$ cat config.mk
export PLATFORM = sky130hd
export DESIGN_NAME = sorted_set_insert_lookup_core
export DESIGN_NICKNAME = d
export VERILOG_FILES = /design/src/rtl/core/ssil_pkg.sv /design/src/rtl/core/ssil_cmp.sv /design/src/rtl/core/ssil_store.sv /design/src/rtl/core/ssil_seq.sv /design/src/rtl/core/sorted_set_insert_lookup_core.sv
export SDC_FILE = /design/constraint.sdc
export NUM_CORES = 1
export LEC_CHECK = 0
export BUFFER_PORTS_ARGS = -buffer_cell sky130_fd_sc_hd__buf_2
export CAP_MARGIN = 15
export CORE_MARGIN = 3
export CORE_UTILIZATION = 45
export CTS_BUF_LIST = sky130_fd_sc_hd__clkbuf_8 sky130_fd_sc_hd__clkbuf_16
export CTS_CLUSTER_DIAMETER = 30
export CTS_CLUSTER_SIZE = 12
export DETAILED_ROUTE_END_ITERATION = 7
export PLACE_DENSITY_LB_ADDON = 0.15
export RECOVER_POWER = 50
export SLEW_MARGIN = 20
export SYNTH_ARGS = -nofsm -noshare
export SYNTH_HDL_FRONTEND = slang
export SYNTH_SLANG_ARGS = --single-unit
$ cat constraint.sdc
create_clock -name clock -period 3.9 [get_ports clock]
set_input_delay 0.195 -clock clock [delete_from_list [all_inputs] [get_ports clock]]
set_output_delay 0.195 -clock clock [all_outputs]
set_load 0.02 [all_outputs]
$ cat src/rtl/core/ssil_pkg.sv
`timescale 1ns / 1ps
`default_nettype none

package ssil_pkg;

   localparam int unsigned CAPACITY_DEF  = 16;
   localparam int unsigned VALUE_W       = 32;
   localparam int unsigned ENTRY_COUNT_W = 5;

   localparam logic OP_INSERT = 1'b0;
   localparam logic OP_QUERY  = 1'b1;

   typedef struct packed {
      logic less;
      logic equal;
   } cmp_res_type;

   typedef struct packed {
      logic [ENTRY_COUNT_W-1:0] entry_count;
      logic                     overflow;
      logic                     stored;
      logic                     present;
   } rsp_type;

endpackage

`default_nettype wire

$ cat src/rtl/core/ssil_cmp.sv
`timescale 1ns / 1ps
`default_nettype none

module ssil_cmp (
   input  wire logic signed [ssil_pkg::VALUE_W-1:0] a,
   input  wire logic signed [ssil_pkg::VALUE_W-1:0] b,
   output ssil_pkg::cmp_res_type                    res
);
   import ssil_pkg::*;

   assign res.less  = (a < b);
   assign res.equal = (a == b);

endmodule

`default_nettype wire

$ cat src/rtl/core/ssil_store.sv
`timescale 1ns / 1ps
`default_nettype none

module ssil_store #(
   parameter  int unsigned DEPTH = ssil_pkg::CAPACITY_DEF,
   localparam int unsigned AW    = (DEPTH > 1) ? $clog2(DEPTH) : 1
) (
   input  wire logic                          clock,
   input  wire logic                          wr_en,
   input  wire logic [AW-1:0]                 wr_addr,
   input  wire logic [ssil_pkg::VALUE_W-1:0]  wr_data,
   input  wire logic [AW-1:0]                 rd_addr,
   output logic      [ssil_pkg::VALUE_W-1:0]  rd_data
);
   import ssil_pkg::*;

   logic [VALUE_W-1:0] mem [DEPTH];
   logic [VALUE_W-1:0] rd_data_ff;

   always_ff @(posedge clock) begin
      if (wr_en) begin
         mem[wr_addr] <= wr_data;
      end
      rd_data_ff <= mem[rd_addr];
   end

   assign rd_data = rd_data_ff;

endmodule

`default_nettype wire

$ cat src/rtl/core/ssil_seq.sv
`timescale 1ns / 1ps
`default_nettype none

module ssil_seq #(
   parameter  int unsigned CAPACITY = ssil_pkg::CAPACITY_DEF,
   localparam int unsigned AW       = (CAPACITY > 1) ? $clog2(CAPACITY) : 1,
   localparam int unsigned CW       = $clog2(CAPACITY + 1)
) (
   input  wire logic                         clock,
   input  wire logic                         reset,
   input  wire logic                         start,
   input  wire logic                         op,
   input  wire logic [ssil_pkg::VALUE_W-1:0] value,
   output logic                              idle,
   input  wire logic                         out_free,
   output logic                              done,
   output ssil_pkg::rsp_type                 result,
   output logic      [AW-1:0]                rd_addr,
   input  wire logic [ssil_pkg::VALUE_W-1:0] rd_data,
   output logic                              wr_en,
   output logic      [AW-1:0]                wr_addr,
   output logic      [ssil_pkg::VALUE_W-1:0] wr_data,
   output logic      [ssil_pkg::VALUE_W-1:0] cmp_a,
   output logic      [ssil_pkg::VALUE_W-1:0] cmp_b,
   input  wire ssil_pkg::cmp_res_type        cmp_res
);
   import ssil_pkg::*;

   localparam logic [2:0] S_IDLE   = 3'd0;
   localparam logic [2:0] S_SCAN   = 3'd1;
   localparam logic [2:0] S_CHECK  = 3'd2;
   localparam logic [2:0] S_DECIDE = 3'd3;
   localparam logic [2:0] S_SHIFT  = 3'd4;
   localparam logic [2:0] S_MOVE   = 3'd5;
   localparam logic [2:0] S_DONE   = 3'd6;

   localparam logic [CW-1:0] FULL = CW'(CAPACITY);

   logic [2:0]         state_ff, state_in;
   logic               op_ff, op_in;
   logic [VALUE_W-1:0] value_ff, value_in;
   logic [CW-1:0]      count_ff, count_in;
   logic [CW-1:0]      idx_ff, idx_in;
   logic [CW-1:0]      pos_ff, pos_in;
   logic               present_ff, present_in;
   logic               stored_ff, stored_in;
   logic               overflow_ff, overflow_in;
   logic [CW-1:0]      idx_dec;
   logic [31:0]        count_ext;

   assign idx_dec = idx_ff - 1'b1;

   always_comb begin
      state_in    = state_ff;
      op_in       = op_ff;
      value_in    = value_ff;
      count_in    = count_ff;
      idx_in      = idx_ff;
      pos_in      = pos_ff;
      present_in  = present_ff;
      stored_in   = stored_ff;
      overflow_in = overflow_ff;
      rd_addr     = idx_ff[AW-1:0];
      wr_en       = 1'b0;
      wr_addr     = idx_ff[AW-1:0];
      wr_data     = rd_data;
      done        = 1'b0;
      unique case (state_ff)
         S_IDLE: begin
            if (start) begin
               op_in    = op;
               value_in = value;
               idx_in   = '0;
               state_in = S_SCAN;
            end
         end
         S_SCAN: begin
            if (idx_ff == count_ff) begin
               pos_in     = count_ff;
               present_in = 1'b0;
               state_in   = S_DECIDE;
            end else begin
               state_in = S_CHECK;
            end
         end
         S_CHECK: begin
            if (cmp_res.less) begin
               idx_in   = idx_ff + 1'b1;
               state_in = S_SCAN;
            end else begin
               pos_in     = idx_ff;
               present_in = cmp_res.equal;
               state_in   = S_DECIDE;
            end
         end
         S_DECIDE: begin
            stored_in   = 1'b0;
            overflow_in = 1'b0;
            state_in    = S_DONE;
            if (op_ff == OP_INSERT && !present_ff) begin
               if (count_ff == FULL) begin
                  overflow_in = 1'b1;
               end else begin
                  idx_in   = count_ff;
                  state_in = S_SHIFT;
               end
            end
         end
         S_SHIFT: begin
            rd_addr = idx_dec[AW-1:0];
            if (idx_ff == pos_ff) begin
               wr_en     = 1'b1;
               wr_data   = value_ff;
               count_in  = count_ff + 1'b1;
               stored_in = 1'b1;
               state_in  = S_DONE;
            end else begin
               state_in = S_MOVE;
            end
         end
         S_MOVE: begin
            wr_en    = 1'b1;
            idx_in   = idx_dec;
            state_in = S_SHIFT;
         end
         S_DONE: begin
            if (out_free) begin
               done     = 1'b1;
               state_in = S_IDLE;
            end
         end
         default: begin
            state_in = S_IDLE;
         end
      endcase
   end

   always_ff @(posedge clock) begin
      if (reset) begin
         state_ff <= S_IDLE;
         count_ff <= '0;
      end else begin
         state_ff <= state_in;
         count_ff <= count_in;
      end
      op_ff       <= op_in;
      value_ff    <= value_in;
      idx_ff      <= idx_in;
      pos_ff      <= pos_in;
      present_ff  <= present_in;
      stored_ff   <= stored_in;
      overflow_ff <= overflow_in;
   end

   assign count_ext          = 32'(count_ff);
   assign idle               = (state_ff == S_IDLE);
   assign result.entry_count = count_ext[ENTRY_COUNT_W-1:0];
   assign result.overflow    = overflow_ff;
   assign result.stored      = stored_ff;
   assign result.present     = present_ff;
   assign cmp_a              = rd_data;
   assign cmp_b              = value_ff;

endmodule

`default_nettype wire

$ cat src/rtl/core/sorted_set_insert_lookup_core.sv
// a query or duplicate scans entries up to pos; a stored insert then shifts pos..count-1
// up one place (pos = first entry not below the value, count = entries held)
// throughput: requests are taken only while idle, after the last response is registered;
// set by the single compare unit and the one-read one-write table port
// reset: synchronous, empties the set and drops a pending response; table data is kept
`timescale 1ns / 1ps
`default_nettype none

module sorted_set_insert_lookup_core #(
   parameter int unsigned CAPACITY = ssil_pkg::CAPACITY_DEF
) (
   input  wire logic        clock,
   input  wire logic        reset,
   input  wire logic        req_tvalid,
   output logic             req_tready,
   input  wire logic [31:0] req_tdata,   // value
   input  wire logic [0:0]  req_tuser,   // op
   output logic             rsp_tvalid,
   input  wire logic        rsp_tready,
   output logic [7:0]       rsp_tdata    // entry_count[4:0], overflow, stored, present
);
   import ssil_pkg::*;

   localparam int unsigned AW = (CAPACITY > 1) ? $clog2(CAPACITY) : 1;

   logic               idle;
   logic               start;
   logic               out_free;
   logic               done;
   rsp_type            result;
   logic [AW-1:0]      rd_addr;
   logic [VALUE_W-1:0] rd_data;
   logic               wr_en;
   logic [AW-1:0]      wr_addr;
   logic [VALUE_W-1:0] wr_data;
   logic [VALUE_W-1:0] cmp_a;
   logic [VALUE_W-1:0] cmp_b;
   cmp_res_type        cmp_res;

   logic    rsp_valid_ff, rsp_valid_in;
   rsp_type rsp_data_ff, rsp_data_in;

   assign start    = req_tvalid && idle;
   assign out_free = !rsp_valid_ff || rsp_tready;

   ssil_seq #(.CAPACITY(CAPACITY)) u_seq (
      .clock    (clock),
      .reset    (reset),
      .start    (start),
      .op       (req_tuser[0]),
      .value    (req_tdata),
      .idle     (idle),
      .out_free (out_free),
      .done     (done),
      .result   (result),
      .rd_addr  (rd_addr),
      .rd_data  (rd_data),
      .wr_en    (wr_en),
      .wr_addr  (wr_addr),
      .wr_data  (wr_data),
      .cmp_a    (cmp_a),
      .cmp_b    (cmp_b),
      .cmp_res  (cmp_res)
   );

   ssil_store #(.DEPTH(CAPACITY)) u_store (
      .clock   (clock),
      .wr_en   (wr_en),
      .wr_addr (wr_addr),
      .wr_data (wr_data),
      .rd_addr (rd_addr),
      .rd_data (rd_data)
   );

   ssil_cmp u_cmp (
      .a   (cmp_a),
      .b   (cmp_b),
      .res (cmp_res)
   );

   always_comb begin
      rsp_valid_in = rsp_valid_ff;
      rsp_data_in  = rsp_data_ff;
      if (done) begin
         rsp_valid_in = 1'b1;
         rsp_data_in  = result;
      end else if (rsp_tready) begin
         rsp_valid_in = 1'b0;
      end
   end

   always_ff @(posedge clock) begin
      if (reset) begin
         rsp_valid_ff <= 1'b0;
      end else begin
         rsp_valid_ff <= rsp_valid_in;
      end
      rsp_data_ff <= rsp_data_in;
   end

   assign req_tready = idle;
   assign rsp_tvalid = rsp_valid_ff;
   assign rsp_tdata  = rsp_data_ff;

endmodule

`default_nettype wire

==> metrics.cfg <==
[outcome]
status = finished, violations left
violations = capacitance limit, slew limit

[timing]
rsz0062_at_grt = no
finalSetupTns_ps = 0
maxSlewHeadroom_pct = -38.1
period_share_pct = 81.1
finalSetupViolCount = 0
fin_skew_ps = 23.8
tightest_slew_ps = 2070
hold_viol = 0
max_freq_ghz = 0.316
timing.final.crit_period_ps = 3160
slew_violations = 22

[synthesis]
synth_seq_cells = 607
syn_inst = 1506
synth_edf_count = 566
async_flop_share_pct = 0
yosys_warnings = 0
seq_area_frac_synth_pct = 74.2
yosysTopAreaCellShare_pct = 70.8
syn_area_um2 = 24000
synth_ff_type = edfxtp_1
yosys-top-cells-area = edfxtp_1 71%, mux4_2 6.0%, nand2_1 3.9%
synth.distinct_cells = 51
synth.avg_cell_area_um2 = 15.9
yosysTopAreaCell = edfxtp_1
synth_nets = 1581

[grt]
grt_max_degree = 71
antenna_found_initial = 2
track_usage_pct = 21.3
grt.overflow.total = 0
grt_pass1_wl_mm = 88.5
grt_pass1_vias = 14200

[layout]
final_nets = 1795
ff_latch_area_um2 = 17800
final_util_pct = 57.1
drive_gt1_share_pct = 20.0
multi_input_area_um2 = 5820
syn2layout_area_growth_pct = 25.3
antennaDiodeCount = 0
fillers = 4099

[detailed_routing]
drt_iter0_markers = 1128
first_pass_iters = 5
vias = 13800
drc = 0
vias_per_cell = 5.50
ant_nets = 0
post_drt_wl_per_cell_um = 23.2
drt_wl_total_mm = 58.2

[critical_path]
r2r_slack_ps = 740
crit_required_ps = 4260
crit_fanout = 21
crit_arrival_ps = 3530
critical-path-top-delay-family = simple AND/OR/NAND/NOR gates
crit_type = reg -> reg
cp_cell_sequence = nor3_1, and2_0, buf_4
timing.critical_path.buf_inv = 1
slowest_delay_ps = 1580
worst_setup_path_end_kind = flop
start_kind = flop
crit_slowest_cell = and2_0

[clock_tree]
cts_root_buf = clkbuf_16
clock_path_buffers = 3
cts-resized-gates = 0
clock_sinks = 607
post_cts_buffers = 0
htreeDepth = 4
path_clk_slew_ps = 50
hold_buffers = 36
cts_buffers = 130
clk_latency_ps = 680
cts_tree = yes

[die]
rows = 84
core_um2 = 52700
io_pins = 47
die_area_um2 = 56100
die_x_um = 237
die_h_um = 237
initial_core_util_pct = 45.6

[pwr]
p_leak_nw = 10.8
power_density_nw_per_um2 = 791
vdd_ir_drop_max_mv = 0.497

[place]
gp_congestion = 0.794
io_buffers = 46
dp_hpwl_mm = 32.1

[hold_path]
hp-class = in -> reg

[run]
max_cap_viol_count = 1

-- final cells by class --
| class | count | area share, % |
|---|---|---|
| clock inverter | 87 | 2.29 |
| tap | 688 | 2.86 |
| inverter | 38 | 0.474 |
| sequential | 607 | 59.2 |
| multi-input combinational | 776 | 19.4 |
| clock buffer | 144 | 11.6 |
| timing repair buffer | 167 | 4.18 |
-- placed cells by master (no fill, tap or decap), types with 3 or more instances in the layout --
cell type,count
inv_1,62
clkinv_4,5
clkinv_2,28
nand2b_1,6
buf_12,14
edfxtp_1,566
nor3_1,9
o22ai_1,5
clkinv_1,8
clkbuf_1,53
dfxtp_1,41
xor2_1,9
a21oi_1,21
buf_2,25
nor2b_1,3
o21ai_1,32
inv_6,7
mux4_2,64
nand3_1,74
ha_1,38
nand2_1,252
nand4_1,43
xnor2_1,9
nor4_1,3
clkbuf_8,10
nor2_1,21
a32oi_1,33
dlygate4sd3_1,36
clkinvlp_4,5
mux2i_1,66
buf_4,39
xnor2_2,3
nor2_4,12
clkbuf_16,134
bufinv_16,9
o21ai_0,39
-- worst paths after layout --
| kind | start | end | cells past startpoint |
|---|---|---|---|
| worst max-delay path | u_seq.state_ff[1] | u_seq.cmp_b[9] | 3 |
| worst min register to register | u_seq.overflow_ff | rsp_tdata[2] | 0 |
| worst max register to register | u_seq.state_ff[1] | u_seq.cmp_b[9] | 3 |
| worst min-delay path | req_tdata[3] | u_seq.cmp_b[3] | 2 |
-- flip-flops by register name, summed over array words and instances, names as in the netlist, 3 cells and up --
name	cells
u_seq.pos_ff	5
u_seq.state_ff	3
u_store.rd_data	32
u_seq.count_ff	5
u_seq.idx_ff	5
u_seq.cmp_b	32
u_store.mem	512
rsp_tdata	8
-- kinds of logic after synthesis --
group / count (synthesis) / share of synthesized area [%]
flops: 607 / 74.2
xor+xnor: 22 / 0.803
compound gates: 145 / 3.78
buf+inv: 123 / 2.19
simple gates: 439 / 8.15
mux: 132 / 8.85
fa+ha+maj: 38 / 1.98
-- layer usage --
metal  GRT usage, %  routed length, um  vias to the layer above
li1               -                  -                     6261
met1           29.3              25700                     6974
met2           33.4              28100                      448
met3           4.66               3150                       94
met4           8.17               1310                        2
met5              0                 17                        -
-- report_power, final --
part / internal [W] / switching, W / total, W
clock network: 0.00694 / 0.00332 / 0.0103
logic: 0.00179 / 0.00325 / 0.00504
registers: 0.00831 / 0.000187 / 0.00849
total: 0.0170 / 0.00676 / 0.0238
-- worst reg2reg max path: stages, from the launching register on --
cell,delay [ps]
dfxtp_1,480
nor3_1,310
and2_0,1580
buf_4,490
-- cells in the mapped netlist, drive strengths merged, types with 2 or more instances --
cell type	instances
nor2b	4
nor4	3
a32oi	33
nand4	43
edfxtp	566
dfxtp	41
a221o	2
xor2	10
and2	3
mux4	64
buf	31
nor3	11
xnor2	12
nor3b	2
mux2	2
nand2b	6
o21ai	71
mux2i	66
a21o	2
nor2	33
inv	38
o22ai	5
nand3	74
ha	38
nand2	252
clkbuf	54
a21oi	21
-- per-stage QoR --
step	worst slack (ps)	cell area, um^2	hold slack, ps	cells	power, W
finish	735	30100	216	2507	0.0238
global route	394	30100	210	2507	0.0249
CTS	957	30300	166	2507	0.0242
detailed placement	948	25700	373	2240	0.0138
global placement	977	25700	372	2240	0.0137
floorplan	635	24000	294	1506	0.0119
Note: power is estimated with default switching activity, not from simulation.
